[src/rtl/core/tlseq_pkg.sv]
// Package for the two-way traffic light sequencer.
// Holds phase codes, lamp decoding, register indexes and shared structs.
// No dependencies.
package tlseq_pkg;

    localparam int CounterWidthDefault = 16;
    localparam int CfgWidth            = 16;
    localparam int CfgIndexWidth       = 2;
    localparam int DigitWidth          = 4;

    localparam logic [CfgWidth-1:0]   PhaseTicksReset   = 16'd50;
    localparam logic [CfgWidth-1:0]   AllRedTicksReset  = 16'd20;
    localparam logic [CfgWidth-1:0]   DigitTicksReset   = 16'd10;
    localparam logic [CfgWidth-1:0]   PedTailTicksReset = 16'd3;
    localparam logic [DigitWidth-1:0] CountdownStart    = 4'd9;

    typedef enum logic [CfgIndexWidth-1:0] {
        CFG_PHASE_TICKS    = 2'd0,
        CFG_ALL_RED_TICKS  = 2'd1,
        CFG_DIGIT_TICKS    = 2'd2,
        CFG_PED_TAIL_TICKS = 2'd3
    } cfg_index_t;

    typedef enum logic [14:0] {
        PH_U0      = 15'h0001,
        PH_U1      = 15'h0002,
        PH_U2      = 15'h0004,
        PH_U3      = 15'h0008,
        PH_ALLRED  = 15'h0010,
        PH_B_GREEN = 15'h0020,
        PH_B_AMBER = 15'h0040,
        PH_B_RED   = 15'h0080,
        PH_PED_1   = 15'h0100,
        PH_TAIL_1  = 15'h0200,
        PH_A_GREEN = 15'h0400,
        PH_A_AMBER = 15'h0800,
        PH_A_RED   = 15'h1000,
        PH_PED_2   = 15'h2000,
        PH_TAIL_2  = 15'h4000
    } phase_t;

    typedef struct packed {
        logic [CfgWidth-1:0] phase_ticks;
        logic [CfgWidth-1:0] all_red_ticks;
        logic [CfgWidth-1:0] digit_ticks;
        logic [CfgWidth-1:0] ped_tail_ticks;
    } cfg_t;

    typedef struct packed {
        logic red_a;
        logic amber_a;
        logic green_a;
        logic red_b;
        logic amber_b;
        logic green_b;
    } lamps_t;

    typedef struct packed {
        lamps_t                lamps;
        logic [DigitWidth-1:0] digit;
        logic                  digit_on;
    } result_t;

    localparam lamps_t LampsAllRed = '{red_a: 1'b1, red_b: 1'b1, default: 1'b0};

    function automatic lamps_t phase_lamps(input phase_t ph);
        lamps_t l;
        l = LampsAllRed;
        case (ph)
            PH_U0, PH_B_GREEN: begin
                l = '{red_a: 1'b1, green_b: 1'b1, default: 1'b0};
            end
            PH_U1, PH_B_AMBER: begin
                l = '{red_a: 1'b1, amber_b: 1'b1, default: 1'b0};
            end
            PH_U2, PH_A_GREEN: begin
                l = '{green_a: 1'b1, red_b: 1'b1, default: 1'b0};
            end
            PH_U3, PH_A_AMBER: begin
                l = '{amber_a: 1'b1, red_b: 1'b1, default: 1'b0};
            end
            default: begin
                l = LampsAllRed;
            end
        endcase
        return l;
    endfunction

endpackage

[src/rtl/core/tlseq_cfg.sv]
// Configuration registers of the traffic light sequencer.
// Written through a plain write port; depends on tlseq_pkg.
module tlseq_cfg (
    input  logic                                   aclk,
    input  logic                                   aresetn,
    input  logic                                   cfg_wr_en,
    input  logic [tlseq_pkg::CfgIndexWidth-1:0]    cfg_index,
    input  logic [tlseq_pkg::CfgWidth-1:0]         cfg_wdata,
    output tlseq_pkg::cfg_t                        cfg
);

    tlseq_pkg::cfg_t cfg_reg;

    always_ff @(posedge aclk) begin
        if (!aresetn) begin
            cfg_reg.phase_ticks    <= tlseq_pkg::PhaseTicksReset;
            cfg_reg.all_red_ticks  <= tlseq_pkg::AllRedTicksReset;
            cfg_reg.digit_ticks    <= tlseq_pkg::DigitTicksReset;
            cfg_reg.ped_tail_ticks <= tlseq_pkg::PedTailTicksReset;
        end else if (cfg_wr_en) begin
            case (tlseq_pkg::cfg_index_t'(cfg_index))
                tlseq_pkg::CFG_PHASE_TICKS:    cfg_reg.phase_ticks    <= cfg_wdata;
                tlseq_pkg::CFG_ALL_RED_TICKS:  cfg_reg.all_red_ticks  <= cfg_wdata;
                tlseq_pkg::CFG_DIGIT_TICKS:    cfg_reg.digit_ticks    <= cfg_wdata;
                tlseq_pkg::CFG_PED_TAIL_TICKS: cfg_reg.ped_tail_ticks <= cfg_wdata;
                default: begin
                end
            endcase
        end
    end

    assign cfg = cfg_reg;

endmodule

[src/rtl/core/tlseq_core.sv]
// Phase sequencer of the traffic light block: mode, request latch, phase,
// tick counter and countdown, plus the decoded lamps. Depends on tlseq_pkg.
module tlseq_core #(
    parameter int COUNTER_WIDTH = tlseq_pkg::CounterWidthDefault
) (
    input  logic                 aclk,
    input  logic                 aresetn,
    input  logic                 step_valid,
    input  logic                 tick,
    input  logic                 mode_press,
    input  logic                 ped_press,
    input  tlseq_pkg::cfg_t      cfg,
    output tlseq_pkg::result_t   result
);

    localparam int LimWidth = (COUNTER_WIDTH > tlseq_pkg::CfgWidth) ?
                              COUNTER_WIDTH : tlseq_pkg::CfgWidth;
    localparam logic [LimWidth-1:0] CountMax = LimWidth'({COUNTER_WIDTH{1'b1}});

    logic                                safe_mode_reg, safe_mode_next;
    logic                                safe_run_reg, safe_run_next;
    logic                                ped_latched_reg, ped_latched_next;
    tlseq_pkg::phase_t                   phase_reg, phase_next;
    logic [COUNTER_WIDTH-1:0]            tick_count_reg, tick_count_next;
    logic [tlseq_pkg::DigitWidth-1:0]    countdown_reg, countdown_next;

    logic [tlseq_pkg::CfgWidth-1:0]      phase_len;
    logic [tlseq_pkg::CfgWidth-1:0]      lim_raw;
    logic [LimWidth-1:0]                 lim;
    logic                                in_count;
    logic                                is_ped;

    // Length of the running phase and the last count value in it.
    always_comb begin
        case (phase_reg)
            tlseq_pkg::PH_ALLRED:                        phase_len = cfg.all_red_ticks;
            tlseq_pkg::PH_PED_1, tlseq_pkg::PH_PED_2:   phase_len = cfg.digit_ticks;
            tlseq_pkg::PH_TAIL_1, tlseq_pkg::PH_TAIL_2: phase_len = cfg.ped_tail_ticks;
            default:                                     phase_len = cfg.phase_ticks;
        endcase
        lim_raw = (phase_len == '0) ? '0 : phase_len - 1'b1;
        lim     = (LimWidth'(lim_raw) > CountMax) ? CountMax : LimWidth'(lim_raw);
    end

    assign in_count = LimWidth'(tick_count_reg) < lim;
    assign is_ped   = (phase_reg == tlseq_pkg::PH_PED_1) ||
                      (phase_reg == tlseq_pkg::PH_PED_2);

    always_comb begin
        logic safe_t;
        logic ped_t;
        logic after_b;
        logic check_ped;
        logic finish_ped;

        safe_mode_next   = safe_mode_reg;
        safe_run_next    = safe_run_reg;
        ped_latched_next = ped_latched_reg;
        phase_next       = phase_reg;
        tick_count_next  = tick_count_reg;
        countdown_next   = countdown_reg;

        // Presses of an item take effect before its tick.
        safe_t     = safe_mode_reg ^ mode_press;
        ped_t      = ped_latched_reg | ped_press;
        after_b    = 1'b0;
        check_ped  = 1'b0;
        finish_ped = 1'b0;

        if (step_valid) begin
            safe_mode_next   = safe_t;
            ped_latched_next = ped_t;
            if (tick) begin
                if (in_count) begin
                    tick_count_next = tick_count_reg + 1'b1;
                end else begin
                    tick_count_next = '0;
                    case (phase_reg)
                        tlseq_pkg::PH_U0:      phase_next = tlseq_pkg::PH_U1;
                        tlseq_pkg::PH_U1:      phase_next = tlseq_pkg::PH_U2;
                        tlseq_pkg::PH_U2:      phase_next = tlseq_pkg::PH_U3;
                        tlseq_pkg::PH_ALLRED:  phase_next = tlseq_pkg::PH_B_GREEN;
                        tlseq_pkg::PH_B_GREEN: phase_next = tlseq_pkg::PH_B_AMBER;
                        tlseq_pkg::PH_B_AMBER: phase_next = tlseq_pkg::PH_B_RED;
                        tlseq_pkg::PH_A_GREEN: phase_next = tlseq_pkg::PH_A_AMBER;
                        tlseq_pkg::PH_A_AMBER: phase_next = tlseq_pkg::PH_A_RED;
                        tlseq_pkg::PH_B_RED: begin
                            check_ped = 1'b1;
                            after_b   = 1'b1;
                        end
                        tlseq_pkg::PH_A_RED: begin
                            check_ped = 1'b1;
                        end
                        tlseq_pkg::PH_PED_1, tlseq_pkg::PH_PED_2: begin
                            after_b = (phase_reg == tlseq_pkg::PH_PED_1);
                            if (countdown_reg != '0 &&
                                countdown_reg <= tlseq_pkg::CountdownStart) begin
                                countdown_next = countdown_reg - 1'b1;
                            end else if (cfg.ped_tail_ticks != '0) begin
                                phase_next = after_b ? tlseq_pkg::PH_TAIL_1 :
                                                       tlseq_pkg::PH_TAIL_2;
                            end else begin
                                finish_ped = 1'b1;
                            end
                        end
                        tlseq_pkg::PH_TAIL_1: begin
                            finish_ped = 1'b1;
                            after_b    = 1'b1;
                        end
                        default: begin
                            // End of an unsafe cycle or of the second tail.
                            finish_ped = 1'b1;
                        end
                    endcase

                    if (check_ped && ped_t) begin
                        ped_latched_next = 1'b0;
                        countdown_next   = tlseq_pkg::CountdownStart;
                        phase_next       = after_b ? tlseq_pkg::PH_PED_1 :
                                                     tlseq_pkg::PH_PED_2;
                    end else if (check_ped || finish_ped) begin
                        if (after_b) begin
                            phase_next = tlseq_pkg::PH_A_GREEN;
                        end else begin
                            // A new cycle samples the mode.
                            safe_run_next = safe_t;
                            phase_next    = safe_t ? tlseq_pkg::PH_ALLRED :
                                                     tlseq_pkg::PH_U0;
                        end
                    end
                end
            end
        end
    end

    always_ff @(posedge aclk) begin
        if (!aresetn) begin
            safe_mode_reg   <= 1'b0;
            safe_run_reg    <= 1'b0;
            ped_latched_reg <= 1'b0;
            phase_reg       <= tlseq_pkg::PH_U0;
            tick_count_reg  <= '0;
            countdown_reg   <= tlseq_pkg::CountdownStart;
        end else begin
            safe_mode_reg   <= safe_mode_next;
            safe_run_reg    <= safe_run_next;
            ped_latched_reg <= ped_latched_next;
            phase_reg       <= phase_next;
            tick_count_reg  <= tick_count_next;
            countdown_reg   <= countdown_next;
        end
    end

    // The result shows the state after the item.
    always_comb begin
        result.lamps    = tlseq_pkg::phase_lamps(phase_next);
        result.digit_on = (phase_next == tlseq_pkg::PH_PED_1) ||
                          (phase_next == tlseq_pkg::PH_PED_2);
        result.digit    = result.digit_on ? countdown_next : '0;
    end

    a_countdown_range: assert property (@(posedge aclk) disable iff (!aresetn)
        countdown_reg <= tlseq_pkg::CountdownStart)
        else $error("countdown left its range");

    a_unsafe_phases: assert property (@(posedge aclk) disable iff (!aresetn)
        !safe_run_reg |-> (phase_reg == tlseq_pkg::PH_U0 || phase_reg == tlseq_pkg::PH_U1 ||
                           phase_reg == tlseq_pkg::PH_U2 || phase_reg == tlseq_pkg::PH_U3))
        else $error("safe phase reached in an unsafe cycle");

    a_request_cleared: assert property (@(posedge aclk) disable iff (!aresetn)
        (step_valid && !is_ped && (phase_next == tlseq_pkg::PH_PED_1 ||
                                   phase_next == tlseq_pkg::PH_PED_2))
        |=> (!ped_latched_reg && countdown_reg == tlseq_pkg::CountdownStart))
        else $error("pedestrian phase entered without clearing the request");

endmodule

[src/rtl/core/two_way_traffic_light_sequencer.sv]
// Two-way traffic light sequencer, top level.
// An item passes through the input register and then the result register to m_tvalid; it can wait between them.
// Throughput: one item per cycle while m_tready stays high; the phase next-state logic is combinational.
// Input register and result register decouple the two sides, so s_tready stays high
// while a result waits, unless both stages hold items.
// Reset (synchronous, active low): unsafe mode, first phase, no request, stages empty.
module two_way_traffic_light_sequencer #(
    parameter int COUNTER_WIDTH = tlseq_pkg::CounterWidthDefault
) (
    input  logic                                aclk,
    input  logic                                aresetn,
    input  logic                                s_tvalid,
    output logic                                s_tready,
    input  logic [7:0]                          s_tdata,   // tick, mode_press, ped_press
    output logic                                m_tvalid,
    input  logic                                m_tready,
    output logic [15:0]                         m_tdata,   // red_a, amber_a, green_a, red_b,
                                                           // amber_b, green_b, digit[3:0], digit_on
    input  logic                                cfg_wr_en,
    input  logic [tlseq_pkg::CfgIndexWidth-1:0] cfg_index,
    input  logic [tlseq_pkg::CfgWidth-1:0]      cfg_wdata
);

    logic               in_valid_reg;
    logic [2:0]         in_data_reg;
    logic               step;
    logic               out_valid_reg;
    tlseq_pkg::result_t out_reg;
    tlseq_pkg::result_t result;
    tlseq_pkg::cfg_t    cfg;

    // The input item moves on when the result register is free or draining.
    assign step     = in_valid_reg && (!out_valid_reg || m_tready);
    assign s_tready = !in_valid_reg || step;

    always_ff @(posedge aclk) begin
        if (!aresetn) begin
            in_valid_reg  <= 1'b0;
            out_valid_reg <= 1'b0;
        end else begin
            if (s_tready) begin
                in_valid_reg <= s_tvalid;
            end
            if (step) begin
                out_valid_reg <= 1'b1;
            end else if (m_tready) begin
                out_valid_reg <= 1'b0;
            end
        end
    end

    always_ff @(posedge aclk) begin
        if (s_tready && s_tvalid) begin
            in_data_reg <= s_tdata[2:0];
        end
        if (step) begin
            out_reg <= result;
        end
    end

    tlseq_cfg u_cfg (
        .aclk      (aclk),
        .aresetn   (aresetn),
        .cfg_wr_en (cfg_wr_en),
        .cfg_index (cfg_index),
        .cfg_wdata (cfg_wdata),
        .cfg       (cfg)
    );

    tlseq_core #(
        .COUNTER_WIDTH (COUNTER_WIDTH)
    ) u_core (
        .aclk       (aclk),
        .aresetn    (aresetn),
        .step_valid (step),
        .tick       (in_data_reg[0]),
        .mode_press (in_data_reg[1]),
        .ped_press  (in_data_reg[2]),
        .cfg        (cfg),
        .result     (result)
    );

    assign m_tvalid = out_valid_reg;
    assign m_tdata  = {5'b0, out_reg.digit_on, out_reg.digit,
                       out_reg.lamps.green_b, out_reg.lamps.amber_b, out_reg.lamps.red_b,
                       out_reg.lamps.green_a, out_reg.lamps.amber_a, out_reg.lamps.red_a};

    a_item_moves_on: assert property (@(posedge aclk) disable iff (!aresetn)
        (in_valid_reg && !out_valid_reg) |=> out_valid_reg)
        else $error("buffered item did not reach the result register");

    a_ready_when_empty: assert property (@(posedge aclk) disable iff (!aresetn)
        !out_valid_reg |-> s_tready)
        else $error("input stalled with an empty result register");

    a_result_held: assert property (@(posedge aclk) disable iff (!aresetn)
        (m_tvalid && !m_tready) |=> (m_tvalid && $stable(m_tdata)))
        else $error("waiting result changed or vanished");

endmodule
[config.mk]
export PLATFORM = sky130hd
export DESIGN_NAME = two_way_traffic_light_sequencer
export DESIGN_NICKNAME = d
export VERILOG_FILES = /design/src/rtl/core/tlseq_pkg.sv /design/src/rtl/core/tlseq_cfg.sv /design/src/rtl/core/tlseq_core.sv /design/src/rtl/core/two_way_traffic_light_sequencer.sv
export SDC_FILE = /design/constraint.sdc
export NUM_CORES = 1
export LEC_CHECK = 0
export ABC_CLOCK_PERIOD_IN_PS = 14100
export CAP_MARGIN = 15
export CORE_ASPECT_RATIO = 0.9
export CORE_MARGIN = 2
export CORE_UTILIZATION = 37
export CTS_BUF_LIST = sky130_fd_sc_hd__clkbuf_16
export DETAILED_ROUTE_END_ITERATION = 7
export DONT_BUFFER_PORTS = 1
export RECOVER_POWER = 100
export SYNTH_ARGS = -nofsm -noshare
export SYNTH_HDL_FRONTEND = slang
export SYNTH_SLANG_ARGS = --single-unit
[constraint.sdc]
create_clock -name aclk -period 14.1 [get_ports aclk]
set_input_delay 2.82 -clock aclk [delete_from_list [all_inputs] [get_ports aclk]]
set_output_delay 2.82 -clock aclk [all_outputs]
set_load 0.02 [all_outputs]
==> results by group, run 1 <==
Timing
  • Final setup viols: 0
  • Fin. Hold Viols: 0
  • Unrepaired setup endpoints after global routing: false
  • Clk_skew: 0.0117 ns
  • Slew at the pin closest to its max-slew limit: 2.25 ns
  • Max-slew violation count: 37
  • Slew margin rel.: -0.500
  • Tcrit/Tclk final: 0.654
  • Setup TNS: 0 ns
  • Max Clock Freq: 108 MHz
  • Min Tclk post-route: 9.22 ns
  • Setup ws final: 4.88 ns

Placement
  • Pre-CTS worst setup slack: 6.65 ns
  • Buffers added on ports: 0
  • Detailed placement HPWL: 12600 µm
  • Placer Congestion: 0.825

Routing
  • Via density: 5.47
  • Routed len/inst: 16.7 µm
  • DR vias: 5883
  • Routed wire length: 18000 µm
  • DRT iter0 DRCs: 474
  • DR pass1 iterations: 5
  • Post-route ant nets: 0
  • Drt drc: 0

Synth
  • #FFs+latches synth: 117
  • Mapped cell area: 6850 µm²
  • Post-synth top flop: dfxtp_1
  • Sequential area share after synthesis: 0.362
  • Post-synthesis async set-or-reset flop share: 0
  • Mapped Cells: 848
  • Post-synth EDFFs: 14
  • Mean Syn Cell Area: 8.08 µm²
  • Yosys warns: 0
  • Cell variety after synth: 74

Worst hold path
  • Hold_sp: u_cfg.cfg[59]
  • Hold Crit Class: register to register
  • Hold EP: u_cfg.cfg[59]
  • Worst Hold Depth: 2

Die
  • Die area: 19600 µm²
  • IO Count: 49
  • Starting Density: 0.375
  • Die Span Y: 133 µm
  • Core area: 18300 µm²
  • DIE WIDTH: 147 µm
  • Row cnt: 47

Clocking
  • Hold_buf cts: 0
  • Clock sink count: 117
  • CTS tree: done
  • Reg clk slew, reported paths: 0.06 ns
  • Longest Clk Path Bufs: 2
  • Post_cts resized: 0
  • Num CTS Buffers: 17
  • # Post-CTS Setup Buffers: 0
  • Clk_lat worst skew: 0.43 ns
  • Clock Tree Root: clkbuf_16
  • Htree depth: 4

Global route
  • Antenna violations before repair: 0
  • Vias in the first global route: 5456
  • First-pass GRT wire length: 29200 µm
  • Gr ovfl total: 0
  • Global-route usage over all layers: 0.188
  • Pin count of the biggest net entering global routing: 90

Setup path
  • Worst Path Buf+Inv: 1
  • RR Endpoint: m_tdata[9]
  • CP required: 14.34 ns
  • Worst Reg-to-Reg Cells: 23
  • CP cell instances: or4_1 -> or3_1 -> o22a_1 -> a21boi_0 -> ha_1 -> nand2_1 -> nor4_1 -> o21ai_0 -> xor2_1 -> nand2_1 -> ha_1 -> nand4_1 -> nor4_1 -> nand3_1 -> a31oi_1 -> a21oi_1 -> nand2_1 -> a41o_1 -> clkbuf_1 -> mux2_1 -> a211o_1 -> a2111oi_0 -> nor4b_1
  • CP max stage cell: a2111oi_0
  • Crit-path leading delay family: simple AND/OR/NAND/NOR gates
  • Worst EP arrival: 9.46 ns
  • Startpoint Class: register
  • R2R Path Start: u_core.phase_reg[5]
  • Endpoint class of the critical path: register
  • Max incr delay on CP: 1.23 ns
  • Most frequent cell on the critical path: nand2_1
  • Worst R2R Setup Slack: 4.88 ns
  • Critical-path maximum fanout: 27
  • Critical setup path kind: register to register
  • Crit path from: u_core.phase_reg[5]

Layout
  • Net count, final: 871
  • Share of cells above drive strength 1: 0.0627
  • Area Growth Syn to Fin: 9.17%
  • Diodes inserted: 0
  • Max reg flops: 64
  • Fin util: 0.409
  • Fillcell total: 1896

Power
  • Pleak: 2.76 nW
  • Pwr dens: 112 nW/µm²
  • VDD IR-drop max: 0.0889 mV

Run status
  • Failing checks: max-capacitance violations, max-slew violations
  • Status: finished, violations left

Run
  • Number of max-cap violations: 3
-- metal layers --
metal | vias up | global-route usage | part of all wire
li1 | 2928 | - | -
met5 | - | 0 | 0
met3 | 30 | 0.0455 | 0.051
met4 | 0 | 0.0588 | 0.016
met2 | 152 | 0.285 | 0.44
met1 | 2773 | 0.265 | 0.49
-- cell type report --
class / instances / area [µm²] / area share
multi-input cells: 671 / 4030 / 0.539
flip-flops and latches: 117 / 2480 / 0.332
clock buffers: 19 / 475 / 0.0636
well taps: 245 / 307 / 0.0410
clock inverters: 11 / 123 / 0.0164
repair buffers: 5 / 33.8 / 0.00452
inverters: 7 / 26.3 / 0.00351
-- tightest hold or removal path, stage by stage (launching register included) --
cell      delay [ns]
dfxtp_1         0.30
nand2_1         0.04
a21boi_0        0.06
-- Yosys cell counts (15+ instances only) --
library cell | number | area (µm²)
and3_1 | 16 | 100
xnor2_1 | 21 | 184
nand3_1 | 31 | 155
nand2_1 | 203 | 762
ha_1 | 21 | 263
clkbuf_1 | 37 | 139
a21oi_1 | 27 | 135
dfxtp_1 | 103 | 2060
nor2_1 | 58 | 218
nor3_1 | 19 | 95.1
a21boi_0 | 66 | 495
xor2_1 | 21 | 184
nand4_1 | 15 | 93.8
-- cells by family after synthesis --
group / after synthesis / synth area share
mux: 5 / 0.00803
fa+ha+maj: 21 / 0.0383
other cells: 1 / 0.000547
buf+inv: 64 / 0.0440
flops: 117 / 0.362
xor+xnor: 42 / 0.0537
simple gates: 426 / 0.304
compound gates: 172 / 0.190
-- cells in the final DEF (no fill, tap or decap), types with 5 or more instances in the layout --
master and instances:
a221oi_1 6, nand3b_1 5, nand4_1 15, a21boi_0 66, and3_1 16, nor2_1 58
edfxtp_1 14, conb_1 5, or2_2 6, nand3_1 31, a32o_1 5, a21o_1 5
xnor2_1 21, and2_1 9, nor4_1 12, dfxtp_1 103, nor3_1 19, xor2_1 21
nor2b_1 8, or3_1 8, ha_1 21, a21oi_1 27, inv_1 8, clkbuf_16 19
nand2b_1 5, a32oi_1 5, a31oi_1 5, o21ai_0 12, nand2_1 203
-- worst max-delay path by stage --
stage | to | slack (ns) | cells after the start
after floorplan | m_tdata[6] | 7.88 | 27
after global placement | m_tdata[9] | 6.69 | 23
after detailed placement | m_tdata[9] | 6.65 | 23
after CTS | m_tdata[9] | 6.61 | 23
after global routing | m_tdata[9] | 4.21 | 23
final | m_tdata[9] | 4.88 | 23
-- through the flow --
stage	power [mW]	instance area [µm²]	cells	hold WS, ns
finish	0.834	7480	1075	0.462
global route	0.861	7480	1075	0.477
CTS	0.839	7540	1075	0.464
detailed placement	0.399	6940	1045	0.454
global placement	0.399	6940	1045	0.447
floorplan	0.394	6870	852	0.432
-- where the power goes --
part | switching, mW | internal, mW | leakage, nW | total [mW]
registers | 0.00728 | 0.346 | 0.963 | 0.353
clock network | 0.164 | 0.279 | 0.287 | 0.443
logic | 0.0232 | 0.0152 | 1.51 | 0.0383
(Power assumes the default switching activity.)
==> run 2, diff against run 1 <==
--- a/config.mk
+++ b/config.mk
@@ -5,7 +5,7 @@
 export SDC_FILE = /design/constraint.sdc
 export NUM_CORES = 1
 export LEC_CHECK = 0
-export ABC_CLOCK_PERIOD_IN_PS = 14100
+export ABC_CLOCK_PERIOD_IN_PS = 7700
 export CAP_MARGIN = 15
 export CORE_ASPECT_RATIO = 0.9
 export CORE_MARGIN = 2
==> constraint.sdc (replaced) <==
create_clock -name aclk -period 7.7 [get_ports aclk]
set_input_delay 1.54 -clock aclk [delete_from_list [all_inputs] [get_ports aclk]]
set_output_delay 1.54 -clock aclk [all_outputs]
set_load 0.02 [all_outputs]
==> run 2 against run 1 <==
  * The flow now finishes without violations
  * First-iteration DRC count shrank 11%
  * Register-to-register slack lost 4.4 ns
  * Non-clock buffer count grew 5
  * Via count shrank 0.25%
  * Sequential power grew 83%
  * Wire length grew 0.38%
  * Clock power grew 87%
  * Count of clock-buffer cells in the layout is the same
  * Sequential share of layout area shrank 0.48 points
  * Critical path type unchanged
  * Largest power group unchanged
  * Highest routed layer unchanged
==> results by group, run 2 (same netlist as run 1, synthesis figures left out) <==
Run status
  • Status: complete, no violations

Clocking
  • Hold_buf cts: 0 (unchanged)
  • Num CTS Buffers: 17 (unchanged)
  • # Post-CTS Setup Buffers: 0 (unchanged)
  • CTS tree: done
  • Clock Tree Root: clkbuf_16
  • Clk_lat worst skew: 0.42 ns (about the same)
  • Post_cts resized: 0 (unchanged)
  • Clock sink count: 117 (unchanged)
  • Longest Clk Path Bufs: 2 (unchanged)
  • Reg clk slew, reported paths: 0.06 ns (about the same)
  • Htree depth: 4 (unchanged)

Die
  • Row cnt: 47 (unchanged)
  • Die Span Y: 133 µm (unchanged)
  • DIE WIDTH: 147 µm (unchanged)
  • Starting Density: 0.375 (unchanged)
  • Core area: 18300 µm² (unchanged)
  • IO Count: 49 (unchanged)
  • Die area: 19600 µm² (unchanged)

Timing
  • Slew at the pin closest to its max-slew limit: 1.17 ns (-1.08 ns)
  • Unrepaired setup endpoints after global routing: false
  • Clk_skew: 0.0140 ns (+0.00231 ns)
  • Tcrit/Tclk final: 0.931 (+0.277)
  • Slew margin rel.: 0.223 (+0.723)
  • Final setup viols: 0 (unchanged)
  • Hold slack: 0.460 ns (-0.00112 ns)
  • Max Clock Freq: 139 MHz (+29%)
  • Min Tclk post-route: 7.17 ns (-2.05 ns)
  • Setup ws final: 0.531 ns (-4.35 ns)
  • Fin. Hold Viols: 0 (unchanged)
  • Setup TNS: 0 ns (unchanged)
  • Max-slew violation count: 0 (-100%)

Layout
  • Fin util: 0.415 (+0.00602)
  • Most frequent cells in the layout: nand2_1 (203), dfxtp_1 (103), a21boi_0 (66)
  • Max reg flops: 64 (unchanged)
  • Net count, final: 876 (+0.57%)
  • Multi-input gate area: 4090 µm² (+1.4%)
  • Commonest non-fill, non-tap cell in the layout: nand2_1
  • Share of cells above drive strength 1: 0.0741 (+0.0114)
  • Fillcell total: 1890 (-0.32%)
  • Diodes inserted: 0 (unchanged)
  • Register area: 2480 µm² (unchanged)
  • Area Growth Syn to Fin: 10.8%

Setup path
  • Endpoint class of the critical path: register
  • Critical-path maximum fanout: 13 (-52%)
  • Max incr delay on CP: 0.65 ns (-0.58 ns)
  • Most frequent cell on the critical path: nand2_1
  • CP cell instances: or4_4 -> or3_1 -> o22a_4 -> a21boi_0 -> ha_1 -> nand2_1 -> nor4_1 -> o21ai_0 -> xor2_1 -> nand2_1 -> ha_1 -> nand4_1 -> nor3_1 -> a211oi_1 -> o21ai_0 -> a21oi_1 -> nand2_1 -> a41o_1 -> mux2_4 -> a211o_1 -> a2111oi_4 -> nor4b_1
  • CP max stage cell: or4_4
  • Startpoint Class: register
  • CP required: 7.92 ns (-6.42 ns)
  • Worst Reg-to-Reg Cells: 22 (-4.3%)
  • Worst EP arrival: 7.39 ns (-2.07 ns)
  • Critical setup path kind: register to register

Routing
  • DR pass1 iterations: 5 (unchanged)
  • DRT iter0 DRCs: 424 (-11%)
  • Via density: 5.42 (-0.90%)
  • Routed wire length: 18100 µm (+0.38%)
  • Post-route ant nets: 0 (unchanged)
  • Routed len/inst: 16.7 µm (-0.27%)
  • DR vias: 5868 (-0.25%)
  • Drt drc: 0 (unchanged)

Global route
  • Antenna violations before repair: 0 (unchanged)
  • Gr ovfl total: 0 (unchanged)
  • First-pass GRT wire length: 29700 µm (+1.8%)
  • Global-route usage over all layers: 0.190 (+0.00143)
  • Pin count of the biggest net entering global routing: 90 (unchanged)
  • Vias in the first global route: 5622 (+3.0%)

Run
  • Number of max-cap violations: 0 (-3)

Placement
  • Pre-CTS worst setup slack: 0.660 ns (-5.99 ns)
  • Detailed placement HPWL: 12800 µm (+1.8%)
  • Placer Congestion: 0.848 (+2.7%)
  • Buffers added on ports: 0 (unchanged)

Power
  • VDD IR-drop max: 0.156 mV (+75%)
  • Tot Pwr: 1.54 mW (+85%)
  • Pwr dens: 204 nW/µm² (+82%)
  • Pleak: 2.82 nW (+1.9%)

Worst hold path
  • Worst Hold Depth: 2 (unchanged)
  • Hold Crit Class: register to register
[run 2: through the flow]
step | cell area (µm²) | instances
after floorplan | 6870 | 852
after global placement | 6980 | 1050
after detailed placement | 6980 | 1050
after CTS | 7590 | 1082
after global routing | 7590 | 1082
final | 7590 | 1082
[run 2: per-layer routing]
metal,up-vias,track usage,share of wire
li1,2936,-,-
met1,2754,0.265,0.50
met2,155,0.293,0.44
met3,23,0.0479,0.053
met4,0,0.0491,0.014
met5,-,0,0
[run 2: path summary, 6_finish.rpt]
kind / from / end / slack [ns]
worst min register to register: u_cfg.cfg[44] / u_cfg.cfg[44] / 0.46
worst min-delay path: u_cfg.cfg[44] / u_cfg.cfg[44] / 0.46
worst max-delay path: u_core.phase_reg[1] / m_tdata[9] / 0.53
worst max register to register: u_core.phase_reg[1] / m_tdata[9] / 0.53
[run 2: report_power, final]
| group | total (mW) | leakage, nW | switching [mW] | internal (mW) |
|---|---|---|---|---|
| clock network | 0.827 | 0.304 | 0.308 | 0.518 |
| registers | 0.647 | 0.963 | 0.0135 | 0.634 |
| logic | 0.0709 | 1.55 | 0.0430 | 0.0279 |
[run 2: layout make-up]
type,count,share of cell area
multi-input cells,671,0.539
clock inverters,13,0.0185
well taps,245,0.0404
flip-flops and latches,117,0.327
repair buffers,10,0.00940
inverters,7,0.00346
clock buffers,19,0.0626
[run 2: critical path, delay by kind of cell, from the launching register on]
family | cells | cell delay (ns)
AND/OR/NAND/NOR | 9 | 2.75
flip-flops | 1 | 0.39
multiplexers | 1 | 0.33
XOR/XNOR | 1 | 0.20
adder cells (fa/ha/maj) | 2 | 0.63
AO/OA/AOI/OAI | 9 | 2.65
